**src/hw/rtl/rvx_pkg.sv**
```systemverilog
// rvx_pkg: shared types, operation codes and constants for the rv32im execute unit
// no dependencies; used by the interfaces and every module of the block
package rvx_pkg;

   // operation codes of an incoming word
   localparam logic [5:0] OP_ADD    = 6'd0;
   localparam logic [5:0] OP_SUB    = 6'd1;
   localparam logic [5:0] OP_XOR    = 6'd2;
   localparam logic [5:0] OP_OR     = 6'd3;
   localparam logic [5:0] OP_AND    = 6'd4;
   localparam logic [5:0] OP_SLL    = 6'd5;
   localparam logic [5:0] OP_SRL    = 6'd6;
   localparam logic [5:0] OP_SRA    = 6'd7;
   localparam logic [5:0] OP_SLT    = 6'd8;
   localparam logic [5:0] OP_SLTU   = 6'd9;
   localparam logic [5:0] OP_ADDI   = 6'd10;
   localparam logic [5:0] OP_XORI   = 6'd11;
   localparam logic [5:0] OP_ORI    = 6'd12;
   localparam logic [5:0] OP_ANDI   = 6'd13;
   localparam logic [5:0] OP_SLLI   = 6'd14;
   localparam logic [5:0] OP_SRLI   = 6'd15;
   localparam logic [5:0] OP_SRAI   = 6'd16;
   localparam logic [5:0] OP_SLTI   = 6'd17;
   localparam logic [5:0] OP_SLTIU  = 6'd18;
   localparam logic [5:0] OP_MUL    = 6'd19;
   localparam logic [5:0] OP_MULH   = 6'd20;
   localparam logic [5:0] OP_MULHSU = 6'd21;
   localparam logic [5:0] OP_MULHU  = 6'd22;
   localparam logic [5:0] OP_DIV    = 6'd23;
   localparam logic [5:0] OP_DIVU   = 6'd24;
   localparam logic [5:0] OP_REM    = 6'd25;
   localparam logic [5:0] OP_REMU   = 6'd26;
   localparam logic [5:0] OP_BEQ    = 6'd27;
   localparam logic [5:0] OP_BNE    = 6'd28;
   localparam logic [5:0] OP_BLT    = 6'd29;
   localparam logic [5:0] OP_BGE    = 6'd30;
   localparam logic [5:0] OP_BLTU   = 6'd31;
   localparam logic [5:0] OP_BGEU   = 6'd32;
   localparam logic [5:0] OP_JAL    = 6'd33;
   localparam logic [5:0] OP_JALR   = 6'd34;
   localparam logic [5:0] OP_LUI    = 6'd35;
   localparam logic [5:0] OP_AUIPC  = 6'd36;

   // instruction classes
   localparam logic [3:0] K_NOP   = 4'd0;
   localparam logic [3:0] K_ALU   = 4'd1;
   localparam logic [3:0] K_MUL   = 4'd2;
   localparam logic [3:0] K_DIV   = 4'd3;
   localparam logic [3:0] K_BR    = 4'd4;
   localparam logic [3:0] K_JAL   = 4'd5;
   localparam logic [3:0] K_JALR  = 4'd6;
   localparam logic [3:0] K_LUI   = 4'd7;
   localparam logic [3:0] K_AUIPC = 4'd8;

   // function codes within a class
   localparam logic [3:0] F_ADD  = 4'd0;
   localparam logic [3:0] F_SUB  = 4'd1;
   localparam logic [3:0] F_XOR  = 4'd2;
   localparam logic [3:0] F_OR   = 4'd3;
   localparam logic [3:0] F_AND  = 4'd4;
   localparam logic [3:0] F_SLL  = 4'd5;
   localparam logic [3:0] F_SRL  = 4'd6;
   localparam logic [3:0] F_SRA  = 4'd7;
   localparam logic [3:0] F_SLT  = 4'd8;
   localparam logic [3:0] F_SLTU = 4'd9;

   localparam logic [3:0] F_MUL    = 4'd0;
   localparam logic [3:0] F_MULH   = 4'd1;
   localparam logic [3:0] F_MULHSU = 4'd2;
   localparam logic [3:0] F_MULHU  = 4'd3;

   localparam logic [3:0] F_DIV  = 4'd0;
   localparam logic [3:0] F_DIVU = 4'd1;
   localparam logic [3:0] F_REM  = 4'd2;
   localparam logic [3:0] F_REMU = 4'd3;

   localparam logic [3:0] F_BEQ  = 4'd0;
   localparam logic [3:0] F_BNE  = 4'd1;
   localparam logic [3:0] F_BLT  = 4'd2;
   localparam logic [3:0] F_BGE  = 4'd3;
   localparam logic [3:0] F_BLTU = 4'd4;
   localparam logic [3:0] F_BGEU = 4'd5;

   localparam int UPPER_SHIFT = 12;
   localparam logic [31:0] INSN_BYTES = 32'd4;

   // one divider step per pipeline stage
   localparam int DIV_STEPS = 32;

   // decoupling queue between decode and execute
   localparam int QDEPTH = 4;
   localparam int QAW    = $clog2(QDEPTH);

   typedef struct packed {
      logic [5:0]         operation;
      logic signed [31:0] source_a;
      logic signed [31:0] source_b;
      logic signed [31:0] immediate;
      logic [31:0]        program_counter;
   } req_type;

   typedef struct packed {
      logic signed [31:0] result_value;
      logic               write_enable;
      logic               branch_taken;
      logic [31:0]        next_address;
      logic               divide_by_zero;
   } rsp_type;

   // decoded word handed from front to back
   typedef struct packed {
      logic [3:0]  kind;
      logic [3:0]  fn;
      logic [31:0] opa;
      logic [31:0] opb;
      logic [31:0] imm;
      logic [31:0] pc;
   } dec_type;

endpackage

```
**src/hw/rtl/rvx_if.sv**
```systemverilog
// rvx_req_if and rvx_rsp_if: valid/ready channels of the execute unit
// depends on rvx_pkg for the payload types
interface rvx_req_if;
   logic             valid;
   logic             ready;
   rvx_pkg::req_type payload;
   modport source (output valid, output payload, input ready);
   modport sink (input valid, input payload, output ready);
endinterface


```
**src/hw/rtl/rvx_front.sv**
```systemverilog
// rvx_front: accepts request words, classifies them and queues the decoded words
// depends on rvx_pkg and rvx_req_if
module rvx_front (
   input  logic              clock,
   input  logic              reset,
   rvx_req_if.sink           req_channel,
   output logic              dec_valid,
   output rvx_pkg::dec_type  dec_data,
   input  logic              dec_ready
);

   rvx_pkg::dec_type        q_ff [rvx_pkg::QDEPTH];
   logic [rvx_pkg::QAW-1:0] wr_ptr_ff, wr_ptr_in;
   logic [rvx_pkg::QAW-1:0] rd_ptr_ff, rd_ptr_in;
   logic [rvx_pkg::QAW:0]   count_ff, count_in;
   rvx_pkg::dec_type        dec_word;
   logic                    push, pop;

   // classify the incoming word
   always_comb begin
      dec_word.opa  = req_channel.payload.source_a;
      dec_word.opb  = req_channel.payload.source_b;
      dec_word.imm  = req_channel.payload.immediate;
      dec_word.pc   = req_channel.payload.program_counter;
      dec_word.kind = rvx_pkg::K_NOP;
      dec_word.fn   = rvx_pkg::F_ADD;
      case (req_channel.payload.operation)
         rvx_pkg::OP_ADD:    begin dec_word.kind = rvx_pkg::K_ALU; dec_word.fn = rvx_pkg::F_ADD; end
         rvx_pkg::OP_SUB:    begin dec_word.kind = rvx_pkg::K_ALU; dec_word.fn = rvx_pkg::F_SUB; end
         rvx_pkg::OP_XOR:    begin dec_word.kind = rvx_pkg::K_ALU; dec_word.fn = rvx_pkg::F_XOR; end
         rvx_pkg::OP_OR:     begin dec_word.kind = rvx_pkg::K_ALU; dec_word.fn = rvx_pkg::F_OR; end
         rvx_pkg::OP_AND:    begin dec_word.kind = rvx_pkg::K_ALU; dec_word.fn = rvx_pkg::F_AND; end
         rvx_pkg::OP_SLL:    begin dec_word.kind = rvx_pkg::K_ALU; dec_word.fn = rvx_pkg::F_SLL; end
         rvx_pkg::OP_SRL:    begin dec_word.kind = rvx_pkg::K_ALU; dec_word.fn = rvx_pkg::F_SRL; end
         rvx_pkg::OP_SRA:    begin dec_word.kind = rvx_pkg::K_ALU; dec_word.fn = rvx_pkg::F_SRA; end
         rvx_pkg::OP_SLT:    begin dec_word.kind = rvx_pkg::K_ALU; dec_word.fn = rvx_pkg::F_SLT; end
         rvx_pkg::OP_SLTU:   begin dec_word.kind = rvx_pkg::K_ALU; dec_word.fn = rvx_pkg::F_SLTU; end
         rvx_pkg::OP_ADDI:   begin dec_word.kind = rvx_pkg::K_ALU; dec_word.fn = rvx_pkg::F_ADD; end
         rvx_pkg::OP_XORI:   begin dec_word.kind = rvx_pkg::K_ALU; dec_word.fn = rvx_pkg::F_XOR; end
         rvx_pkg::OP_ORI:    begin dec_word.kind = rvx_pkg::K_ALU; dec_word.fn = rvx_pkg::F_OR; end
         rvx_pkg::OP_ANDI:   begin dec_word.kind = rvx_pkg::K_ALU; dec_word.fn = rvx_pkg::F_AND; end
         rvx_pkg::OP_SLLI:   begin dec_word.kind = rvx_pkg::K_ALU; dec_word.fn = rvx_pkg::F_SLL; end
         rvx_pkg::OP_SRLI:   begin dec_word.kind = rvx_pkg::K_ALU; dec_word.fn = rvx_pkg::F_SRL; end
         rvx_pkg::OP_SRAI:   begin dec_word.kind = rvx_pkg::K_ALU; dec_word.fn = rvx_pkg::F_SRA; end
         rvx_pkg::OP_SLTI:   begin dec_word.kind = rvx_pkg::K_ALU; dec_word.fn = rvx_pkg::F_SLT; end
         rvx_pkg::OP_SLTIU:  begin dec_word.kind = rvx_pkg::K_ALU; dec_word.fn = rvx_pkg::F_SLTU; end
         rvx_pkg::OP_MUL:    begin dec_word.kind = rvx_pkg::K_MUL; dec_word.fn = rvx_pkg::F_MUL; end
         rvx_pkg::OP_MULH:   begin dec_word.kind = rvx_pkg::K_MUL; dec_word.fn = rvx_pkg::F_MULH; end
         rvx_pkg::OP_MULHSU: begin
            dec_word.kind = rvx_pkg::K_MUL;
            dec_word.fn   = rvx_pkg::F_MULHSU;
         end
         rvx_pkg::OP_MULHU:  begin dec_word.kind = rvx_pkg::K_MUL; dec_word.fn = rvx_pkg::F_MULHU; end
         rvx_pkg::OP_DIV:    begin dec_word.kind = rvx_pkg::K_DIV; dec_word.fn = rvx_pkg::F_DIV; end
         rvx_pkg::OP_DIVU:   begin dec_word.kind = rvx_pkg::K_DIV; dec_word.fn = rvx_pkg::F_DIVU; end
         rvx_pkg::OP_REM:    begin dec_word.kind = rvx_pkg::K_DIV; dec_word.fn = rvx_pkg::F_REM; end
         rvx_pkg::OP_REMU:   begin dec_word.kind = rvx_pkg::K_DIV; dec_word.fn = rvx_pkg::F_REMU; end
         rvx_pkg::OP_BEQ:    begin dec_word.kind = rvx_pkg::K_BR; dec_word.fn = rvx_pkg::F_BEQ; end
         rvx_pkg::OP_BNE:    begin dec_word.kind = rvx_pkg::K_BR; dec_word.fn = rvx_pkg::F_BNE; end
         rvx_pkg::OP_BLT:    begin dec_word.kind = rvx_pkg::K_BR; dec_word.fn = rvx_pkg::F_BLT; end
         rvx_pkg::OP_BGE:    begin dec_word.kind = rvx_pkg::K_BR; dec_word.fn = rvx_pkg::F_BGE; end
         rvx_pkg::OP_BLTU:   begin dec_word.kind = rvx_pkg::K_BR; dec_word.fn = rvx_pkg::F_BLTU; end
         rvx_pkg::OP_BGEU:   begin dec_word.kind = rvx_pkg::K_BR; dec_word.fn = rvx_pkg::F_BGEU; end
         rvx_pkg::OP_JAL:    dec_word.kind = rvx_pkg::K_JAL;
         rvx_pkg::OP_JALR:   dec_word.kind = rvx_pkg::K_JALR;
         rvx_pkg::OP_LUI:    dec_word.kind = rvx_pkg::K_LUI;
         rvx_pkg::OP_AUIPC:  dec_word.kind = rvx_pkg::K_AUIPC;
         default:            dec_word.kind = rvx_pkg::K_NOP;
      endcase
      // immediate forms take the immediate as second operand
      if (req_channel.payload.operation inside {[rvx_pkg::OP_ADDI:rvx_pkg::OP_SLTIU]}) begin
         dec_word.opb = req_channel.payload.immediate;
      end
   end

   // queue control
   assign req_channel.ready = (count_ff != (rvx_pkg::QAW+1)'(rvx_pkg::QDEPTH));
   assign push      = req_channel.valid && req_channel.ready;
   assign dec_valid = (count_ff != '0);
   assign pop       = dec_valid && dec_ready;
   assign dec_data  = q_ff[rd_ptr_ff];

   always_comb begin
      wr_ptr_in = push ? wr_ptr_ff + 1'b1 : wr_ptr_ff;
      rd_ptr_in = pop ? rd_ptr_ff + 1'b1 : rd_ptr_ff;
      count_in  = count_ff;
      if (push && !pop) begin
         count_in = count_ff + 1'b1;
      end else if (pop && !push) begin
         count_in = count_ff - 1'b1;
      end
   end

   always_ff @(posedge clock) begin
      if (reset) begin
         wr_ptr_ff <= '0;
         rd_ptr_ff <= '0;
         count_ff  <= '0;
      end else begin
         wr_ptr_ff <= wr_ptr_in;
         rd_ptr_ff <= rd_ptr_in;
         count_ff  <= count_in;
      end
   end

   always_ff @(posedge clock) begin
      if (push) begin
         q_ff[wr_ptr_ff] <= dec_word;
      end
   end

endmodule

```
**src/flat_wrapper.sv**
```systemverilog
// flat-port wrapper written by rule: the top's interface ports become plain ports
module rvx_front_flat 
  (clock, reset, dec_valid, dec_data, dec_ready, req_channel_valid, req_channel_payload, req_channel_ready);
  rvx_req_if req_channel_i ();
  input  logic clock;
  input  logic reset;
  output logic dec_valid;
  output rvx_pkg::dec_type dec_data;
  input  logic dec_ready;
  input wire logic [$bits(req_channel_i.valid)-1:0] req_channel_valid;
  input wire logic [$bits(req_channel_i.payload)-1:0] req_channel_payload;
  output wire logic [$bits(req_channel_i.ready)-1:0] req_channel_ready;
  assign req_channel_i.valid = req_channel_valid;
  assign req_channel_i.payload = req_channel_payload;
  assign req_channel_ready = req_channel_i.ready;
  rvx_front u_core (.clock(clock), .reset(reset), .req_channel(req_channel_i), .dec_valid(dec_valid), .dec_data(dec_data), .dec_ready(dec_ready));
endmodule
```
**config.mk**
```make
export PLATFORM = sky130hd
export DESIGN_NAME = rvx_front_flat
export DESIGN_NICKNAME = d
export VERILOG_FILES = /design/src/hw/rtl/rvx_pkg.sv /design/src/hw/rtl/rvx_if.sv /design/src/hw/rtl/rvx_front.sv /design/src/flat_wrapper.sv
export SDC_FILE = /design/constraint.sdc
export NUM_CORES = 1
export LEC_CHECK = 0
export ABC_AREA = 1
export BUFFER_PORTS_ARGS = -buffer_cell sky130_fd_sc_hd__buf_2
export CORE_MARGIN = 2
export CORE_UTILIZATION = 45
export DETAILED_ROUTE_END_ITERATION = 10
export PLACE_DENSITY = 0.69
export SETUP_SLACK_MARGIN = 0.2
export SLEW_MARGIN = 25
export SYNTH_ARGS = -nofsm -noshare
export SYNTH_HDL_FRONTEND = slang
export SYNTH_SLANG_ARGS = --single-unit
export TNS_END_PERCENT = 50
```
**constraint.sdc**
```tcl
create_clock -name clock -period 6.5 [get_ports clock]
set_clock_uncertainty 0.05 [all_clocks]
set_input_delay 0 -clock clock [delete_from_list [all_inputs] [get_ports clock]]
set_output_delay 0 -clock clock [all_outputs]
set_load 0.02 [all_outputs]
```
Word-level counts from Yosys, hierarchy flattened:

Memory sizes are Yosys's and may differ from the RTL's. A register that Yosys moved wholly into a read port is not among the register bits.
Cells that the tools add are included.

* $lt $le $gt $ge: 2
* multiplexer cells: 9
* equal/unequal tests: 37
* $add $sub $neg: 4
* reductions and logical operators: 23

Operator list (count)
* 6-bit by 5-bit equality test with 1-bit output (second input constant): 16
* 6-bit by 4-bit equality test with 1-bit output (second input constant): 8
* 4-bit case mux with 9 select lines: 1
* 32-bit 2-to-1 mux: 1
* 4-bit case mux with 8 select lines: 1
* 6-bit equality test (second input constant): 5
* 6-bit by 3-bit equality test with 1-bit output (second input constant): 4
* 19-bit OR reduction: 1
* 6-bit by 2-bit equality test with 1-bit output (second input constant): 2
* 4-bit OR reduction: 3
* 5-bit OR reduction: 2
* 2-bit OR reduction: 4
* 6-bit by 1-bit equality test with 1-bit output (second input constant): 1
* 6-bit by 4-bit greater-or-equal comparator with 1-bit output (second input constant): 1
* 6-bit by 5-bit less-or-equal comparator with 1-bit output (second input constant): 1
* 6-bit zero test: 1
* 3-bit 2-to-1 mux: 2
* 3-bit OR reduction: 2
* 6-bit OR reduction: 1
* 1-bit logical AND: 5
* 2-bit by 1-bit adder with 2-bit output (second input constant): 2
* 2-bit 2-to-1 mux: 2
* 3-bit by 1-bit adder with 3-bit output (second input constant): 1
* 3-bit != test (second input constant): 1
* 5 further kinds: 7

* register bits: 7
* memories: 1
* bits of input ports: 138
* bits in writable memories: 544

Memories
* u_core.q_ff: depth 4, width 136, rd ports 1, clocked after memory_dff 1, wr ports 1, line rvx_front.sv:12 `rvx_pkg::dec_type q_ff [rvx_pkg::QDEPTH];`

Logic depth before layout (Yosys ltp):

Gate-level depths: netlist (run 1).

* depth after elaboration: 6
* gate-level depth with buffers: 11
* mapped depth without buffers: 11

Worst setup path before layout (run 1):

OpenSTA, ideal clock, no wires.

* path kind: register to register
* start point: reg u_core.count_ff[1] (netlist bit)
* end point: mem u_core.q_ff[0][0] (netlist bit), enable pin
* arrival: 6507 ps
* stages on the path, launching flop included: 5
* clock period less this slack: 7191 ps
* setup slack: -691 ps
* path through: dfxtp_1 > inv_1 > nand3_1 > nand2_1 > nor2_1

* cells in the longest elaborated chain, start to end: 4

Ends and longest elaborated chain
* start, declared: line rvx_front.sv:15 `logic [rvx_pkg::QAW:0] count_ff, count_in;`
* start signal, assigned: line rvx_front.sv:102 `count_ff <= count_in;`
* 3-bit != test: line rvx_front.sv:77 `assign req_channel.ready = (count_ff != (rvx_pkg::QAW+1)'(rvx_pkg::QDEPTH));`
* via req_channel_ready: line flat_wrapper.sv:12 `output wire logic [$bits(req_channel_i.ready)-1:0] req_channel_ready;`
* 1-bit logical AND: line rvx_front.sv:78 `assign push = req_channel.valid && req_channel.ready;`
* 1-bit 2-to-1 mux: line rvx_front.sv:107 `if (push) begin`
* 1-bit 2-to-1 mux (implied by the code): line rvx_front.sv:108 `q_ff[wr_ptr_ff] <= dec_word;`
* end, declared: line rvx_front.sv:12

The timed path passes the listed nets, and every way through them passes these cells.

==> load_flow_metrics.sql, run 1 <==
INSERT INTO impl_metrics (metric_group, metric, value, unit) VALUES
('synth', 'ys_seq_area_share', '77.3', '%'),
('routing', 'detail_route.wl_per_cell', '19.8', 'um'),
('cells_and_area', 'fraction_of_the_core_area_covered_by_cells_at_the_end_of_the_flow', '56.4', '%'),
('synth', 'syn-cell-area', '0.0214', 'mm^2'),
('synth', 'netlist-cell-type-count', '29', ''),
('clock_network', 'holdBufCountCts', '137', ''),
('timing', 'timing.final.setup_violations', '0', ''),
('timing', 'grt_setup_unrepaired', 'no', ''),
('clock_network', 'clock_tree_from_tritoncts', 'built', ''),
('routing', 'detail_route.iter0.violations', '1185', ''),
('place', 'numPortBuffers', '275', ''),
('cells_and_area', 'area_delta_synth_final', '23.4', '%'),
('clock_network', 'clock_sink_count', '553', ''),
('power_and_ir_drop', 'power.density_cell_area', '386', 'mW/mm^2'),
('timing', 'tightest_slew', '1070', 'ps'),
('timing', 'fin_crit', '3470', 'ps'),
('clock_network', 'post_cts_resize_count', '0', ''),
('place', 'globalplace.congestion', '0.785', ''),
('worst_setup_path', 'worstSetupEndpoint', 'dec_data[108]', ''),
('timing', 'fmax', '0.288', 'GHz'),
('hold_path', 'hp-class', 'input pin to flip-flop', ''),
('worst_setup_path', 'worstSetupStartpointType', 'flip-flop', ''),
('worst_setup_path', 'r2r-start', 'u_core.count_ff[0]$_SDFFE_PP0P_', ''),
('clock_network', 'cts_setup_buffers', '0', ''),
('worst_setup_path', 'regToRegEndpoint', 'u_core.q_ff[3][67]$_DFFE_PP_', ''),
('worst_setup_path', 'cp_max_fo', '73', ''),
('routing', 'detailedRoute.firstPassIterationCount', '5', ''),
('cells_and_area', 'finalInstanceArea', '0.0264', 'mm^2'),
('floorplanning', 'io-pin-count', '276', ''),
('cells_and_area', 'final_common_cell', 'edfxtp_1', ''),
('worst_setup_path', 'worst-r2r-cell-count', '6', ''),
('worst_setup_path', 'critPathKind', 'flip-flop to output pin', ''),
('timing', 'timing.max_slew.rel_slack', '28.7', '%'),
('global_routing', 'grt-ovfl-total', '0', ''),
('status', 'run_status', 'finished clean', ''),
('synth', 'synthesis.instances', '1583', ''),
('cells_and_area', 'drive_above_1_share', '19.2', '%'),
('synth', 'asyncSetResetFlopFracSynth', '0', '%'),
('clock_network', 'h-tree-depth', '2', ''),
('timing', 'final_clock_period_utilization_by_the_worst_path', '53.4', '%'),
('cells_and_area', 'most_used_cells_in_the_layout_excluding_fill_and_tap_cells', '544 x edfxtp_1, 292 x nor2_1, 275 x buf_2, 270 x o21ai_0, 137 x dlygate4sd3_1', ''),
('synth', 'number_of_enable_flip_flop_cells_after_synthesis', '544', ''),
('power_and_ir_drop', 'static_leakage', '0.00947', 'uW'),
('clock_network', 'cts-root-buf', 'clkbuf_16', ''),
('worst_setup_path', 'critPathArrivalTime', '3420', 'ps'),
('worst_setup_path', 'timing.critical_path.to_type', 'output pin', ''),
('place', 'placed_area', '0.0232', 'mm^2'),
('floorplanning', 'design.die.area', '0.0493', 'mm^2'),
('clock_network', 'max-clock-path-buffers', '3', ''),
('synth', 'synth_top_area_share', '76.4', '%'),
('cells_and_area', 'antenna_cells', '0', ''),
('floorplanning', 'fp-row-count', '79', ''),
('run', 'timing.max_cap.violations', '0', ''),
('synth', 'ys.flop_type', 'edfxtp_1', ''),
('routing', 'remaining_drc_errors', '0', ''),
('synth', 'synthesis.yosys.warnings', '0', ''),
('hold_path', 'worst_hold_startpoint', 'req_channel_valid', ''),
('cells_and_area', 'count_of_nets_after_finishing', '2111', ''),
('global_routing', 'number_of_global_route_vias_before_repair', '14331', ''),
('floorplanning', 'dieWidth', '222', 'um'),
('routing', 'detailroute.via_count', '14339', ''),
('worst_setup_path', 'required', '6450', 'ps'),
('clock_network', 'clock_latency', '600', 'ps'),
('routing', 'via_per_inst', '5.48', ''),
('floorplanning', 'die_height', '222', 'um'),
('global_routing', 'gr-usage-all-layers', '20.6', '%'),
('synth', 'ys_top_cells_by_area', 'edfxtp_1 76%, o21ai_0 6.3%, nor2_1 5.2%', ''),
('global_routing', 'grt_pass1_wl', '78.9', 'mm'),
('synth', 'post_synth.cell_area_avg', '13.5', 'um^2'),
('synth', 'synth-seq-cells', '553', ''),
('clock_network', 'cts.clk_slew.worst_paths', '60', 'ps');
-- worst min path at each step --
stage / end / cells past startpoint
floorplan: flip-flop / 1
global placement: u_core.rd_ptr_ff[0]$_SDFFE_PP0P_ / 2
detailed placement: u_core.q_ff[1][103]$_DFFE_PP_ / 1
CTS: u_core.wr_ptr_ff[1]$_SDFFE_PP0P_ / 3
global route: u_core.q_ff[2][30]$_DFFE_PP_ / 2
finish: u_core.wr_ptr_ff[1]$_SDFFE_PP0P_ / 3
-- power by group --
group / internal [uW] / leakage, uW / switching, uW / total [uW]
logic: 733 / 0.00356 / 1890 / 2630
clock network: 1810 / 0.000848 / 1290 / 3100
registers: 4350 / 0.00507 / 106 / 4460
-- cell families (layout without fill, tap and decap cells) --
group / count (synthesis) / in the layout / share of synthesized area [%]
xor gates and xnor gates: 1 / 1 / 0.0410
and+or+nand+nor: 469 / 469 / 8.76
adders and majority gates: 6 / 6 / 0.386
AOI/OAI and AO/OA: 427 / 427 / 10.9
DFF: 553 / 553 / 77.3
buffers and inverters: 127 / 555 / 2.66
-- critical path, stage by stage (launching register included) --
cell and delay (ps):
dfxtp_4 560, inv_4 630, buf_4 760, o21ai_0 210, o22ai_1 290, buf_2 230
-- stage by stage --
step | hold slack (ps) | total power [uW] | cells | setup WS [ps]
after floorplan | 19.1 | 6210 | 1583 | -691
after global placement | 161 | 7050 | 2382 | 3600
after detailed placement | 166 | 7100 | 2382 | 3590
after CTS | 27.1 | 10300 | 2618 | 2940
after global routing | 102 | 10600 | 2618 | 2840
final | 39.7 | 10200 | 2618 | 3030
-- Yosys cell counts (8+ instances only) --
library cell / instances
edfxtp_1: 544
nor2_1: 296
o21ai_0: 270
o22ai_1: 136
nand2_1: 102
clkbuf_1: 63
nand3_1: 61
buf_2: 26
inv_1: 25
a21oi_1: 10
dfxtp_1: 9
buf_4: 8
o21ai_1: 8
-- state kept, by name, indices dropped and copies added, names as in the netlist, named ones only --
| register | flops |
|---|---|
| u_core.q_ff | 544 |
| u_core.count_ff | 3 |
| u_core.rd_ptr_ff | 2 |
| u_core.wr_ptr_ff | 2 |
-- metal layers --
| metal | part of all wire (%) | GRT usage [%] |
|---|---|---|
| met1 | 40 | 26.1 |
| met2 | 49 | 35.0 |
| met3 | 6.8 | 3.80 |
| met4 | 3.3 | 8.78 |
| met5 | 0 | 0 |
-- cell type report --
| type | instances | area [um^2] |
|---|---|---|
| timing repair buffer | 430 | 2900 |
| clock buffer | 64 | 1390 |
| sequential | 553 | 16500 |
| fill | 3677 | 20400 |
| multi-input combinational | 903 | 4320 |
| tap | 607 | 759 |
| clock inverter | 35 | 370 |
| inverter | 26 | 113 |
Note: power is estimated with default switching activity, not from simulation.
==> inputs of run 2 (changes only) <==
- clock period: 6.5 -> 3 ns (I/O delays scaled with it)
==> run 2 against run 1 <==
First-iteration DRC count rose by 21%. Sequential share of layout area fell by 0.83 points. Power up 120%. Die area did not move. Count of clock-buffer cells in the layout decreased by 1. Critical endpoint is now dec_data[114].
==> load_flow_metrics.sql, run 2 (synthesis gave the netlist of run 1 again) <==
INSERT INTO impl_metrics (metric_group, metric, value, unit) VALUES
('worst_setup_path', 'timing.critical_path.slowest_cell_delay', '470', 'ps'),
('routing', 'detailroute.via_count', '14529', ''),
('clock_network', 'h-tree-depth', '2', ''),
('worst_setup_path', 'critPathArrivalTime', '2560', 'ps'),
('global_routing', 'grt_antenna_before_repair', '3', ''),
('global_routing', 'grt_pass1_wl', '80.0', 'mm'),
('floorplanning', 'coreArea', '0.0468', 'mm^2'),
('clock_network', 'cts_setup_buffers', '0', ''),
('worst_setup_path', 'path_cells', 'inv_8, buf_4, o21ai_0, o22ai_1, buf_2', ''),
('cells_and_area', 'top_register', 'u_core.q_ff', ''),
('timing', 'tightest_slew', '827', 'ps'),
('routing', 'detail_route.wl_per_cell', '19.9', 'um'),
('global_routing', 'busiest_layer', 'met2', ''),
('timing', 'maxSlewViolCount', '0', ''),
('global_routing', 'met3_usage', '3.75', '%'),
('clock_network', 'clock_sink_count', '553', ''),
('clock_network', 'cts-root-buf', 'clkbuf_16', ''),
('clock_network', 'max-clock-path-buffers', '3', ''),
('cells_and_area', 'drive_above_1_share', '20.2', '%'),
('routing', 'detail_route.iter0.violations', '1431', ''),
('timing', 'final_clock_period_utilization_by_the_worst_path', '87.1', '%'),
('global_routing', 'gr-usage-met2', '34.3', '%'),
('timing', 'timing.final.setup_violations', '0', ''),
('place', 'place.detailed.hpwl', '28.3', 'mm'),
('cells_and_area', 'finalInstanceArea', '0.0267', 'mm^2'),
('power_and_ir_drop', 'irDropWorstVdd', '0.000715', 'V'),
('place', 'globalplace.congestion', '0.818', ''),
('timing', 'fmax', '0.383', 'GHz'),
('timing', 'grt_setup_unrepaired', 'no', ''),
('power_and_ir_drop', 'net-switching-power', '7240', 'uW'),
('floorplanning', 'dieWidth', '222', 'um'),
('floorplanning', 'initial_core_util', '45.7', '%'),
('hold_path', 'hp-class', 'input pin to flip-flop', ''),
('worst_setup_path', 'timing.critical_path.to_type', 'output pin', ''),
('routing', 'remaining_drc_errors', '0', ''),
('global_routing', 'number_of_global_route_vias_before_repair', '14176', ''),
('floorplanning', 'io-pin-count', '276', ''),
('run', 'timing.max_cap.violations', '0', ''),
('worst_setup_path', 'critPathKind', 'flip-flop to output pin', ''),
('power_and_ir_drop', 'power.combinational.fraction', '26.1', '%'),
('global_routing', 'use_met1', '28.3', '%'),
('cells_and_area', 'reg_top3', 'u_core.q_ff (544), u_core.count_ff (3)', ''),
('place', 'placed_area', '0.0235', 'mm^2'),
('timing', 'whs', '115', 'ps'),
('global_routing', 'pin_count_of_the_biggest_net_entering_global_routing', '137', ''),
('timing', 'fin_crit', '2610', 'ps'),
('status', 'run_status', 'finished clean', ''),
('hold_path', 'worst_hold_startpoint', 'reset', ''),
('place', 'placedCellCount', '2389', ''),
('global_routing', 'grt-ovfl-total', '0', ''),
('power_and_ir_drop', 'sequentialPowerShare', '42.8', '%'),
('power_and_ir_drop', 'static_leakage', '0.00962', 'uW'),
('cells_and_area', 'area_delta_synth_final', '25.1', '%'),
('routing', 'via_per_inst', '5.52', ''),
('place', 'numPortBuffers', '275', ''),
('cells_and_area', 'count_of_nets_after_finishing', '2121', ''),
('power_and_ir_drop', 'power.density_cell_area', '842', 'mW/mm^2'),
('worst_setup_path', 'timing.critical_path.slowest_stage_cell', 'dfxtp_4', ''),
('timing', 'timing.max_slew.rel_slack', '44.7', '%'),
('worst_setup_path', 'cp_max_fo', '94', ''),
('clock_network', 'clock_tree_from_tritoncts', 'built', ''),
('floorplanning', 'die_height', '222', 'um'),
('worst_setup_path', 'worstSetupStartpointType', 'flip-flop', ''),
('cells_and_area', 'largest_reg_flops', '544', ''),
('clock_network', 'cts_buffers', '55', ''),
('routing', 'drt.antenna.violating_nets', '0', ''),
('floorplanning', 'design.die.area', '0.0493', 'mm^2'),
('cells_and_area', 'most_used_cells_in_the_layout_excluding_fill_and_tap_cells', '544 x edfxtp_1, 292 x nor2_1, 275 x buf_2, 270 x o21ai_0, 138 x dlygate4sd3_1', ''),
('worst_setup_path', 'required', '2950', 'ps'),
('place', 'pre_cts_slack', '1030', 'ps'),
('clock_network', 'clock_latency', '580', 'ps'),
('timing', 'finalHoldViolations', '0', ''),
('worst_setup_path', 'r2r-start', 'u_core.count_ff[0]$_SDFFE_PP0P_', ''),
('clock_network', 'post_cts_resize_count', '0', ''),
('power_and_ir_drop', 'power.switching_fraction', '32.2', '%'),
('routing', 'detailedRoute.firstPassIterationCount', '5', ''),
('global_routing', 'gr-usage-all-layers', '20.8', '%'),
('routing', 'wl', '52.3', 'mm'),
('cells_and_area', 'final_common_cell', 'edfxtp_1', ''),
('power_and_ir_drop', 'pwr-share-clk', '31.0', '%'),
('timing', 'finalWorstSetupSlack', '386', 'ps'),
('cells_and_area', 'layoutNonFillerInstCount', '2633', ''),
('power_and_ir_drop', 'power_report.internal_total', '15300', 'uW'),
('floorplanning', 'fp-row-count', '79', ''),
('clock_network', 'cts.clk_slew.worst_paths', '60', 'ps');
==> run 2: layout make-up <==
| cell class | count | area, um^2 |
|---|---|---|
| clock inverter | 40 | 414 |
| clock buffer | 63 | 1450 |
| inverter | 26 | 108 |
| fill | 3639 | 20000 |
| timing repair buffer | 438 | 3120 |
| multi-input combinational | 903 | 4350 |
| tap | 607 | 759 |
| sequential | 553 | 16500 |
| antenna | 3 | 7.51 |
==> run 2: through the flow <==
step	power [uW]	utilization, %	TNS [ps]
finish	22500	57.2	0
global route	23500	57.2	0
floorplan	13400	-	-57930
detailed placement	15600	50.2	0
global placement	15400	50.2	0
CTS	22700	57.2	0
==> run 2: critical path, delay by kind of cell (launching register included) <==
family	cells	cell delay, ps
flip-flops	1	470
buffers and inverters	3	1050
AO/OA/AOI/OAI	2	350
==> run 2: final timing paths <==
check | endpoint | slack [ps] | cells past startpoint
max | dec_data[114] | 390 | 5
min | flip-flop | 110 | 3
max reg2reg | u_core.count_ff[2]$_SDFFE_PP0P_ | 1010 | 10
min reg2reg | flip-flop | 440 | 2
==> run 2: routing by layer <==
layer / up-vias / routed length [um]
met5: - / 13
met4: 2 / 1250
met3: 102 / 3470
met2: 619 / 25400
met1: 7128 / 22100
li1: 6678 / -
==> run 2: timing repair <==
action / in CTS / in global routing
endpoints found under the hold margin: 554 / 0
hold buffers: 138 / 0
endpoints found under the setup margin: 0 / 0
==> run 2: power groups by stage <==
stage	Clock (uW)	Combinational (uW)	Sequential (uW)
finish	6990	5890	9640
global route	7410	6350	9710
CTS	7120	5910	9640
detailed placement	0	5750	9810
global placement	0	5660	9780
floorplan	0	3600	9760
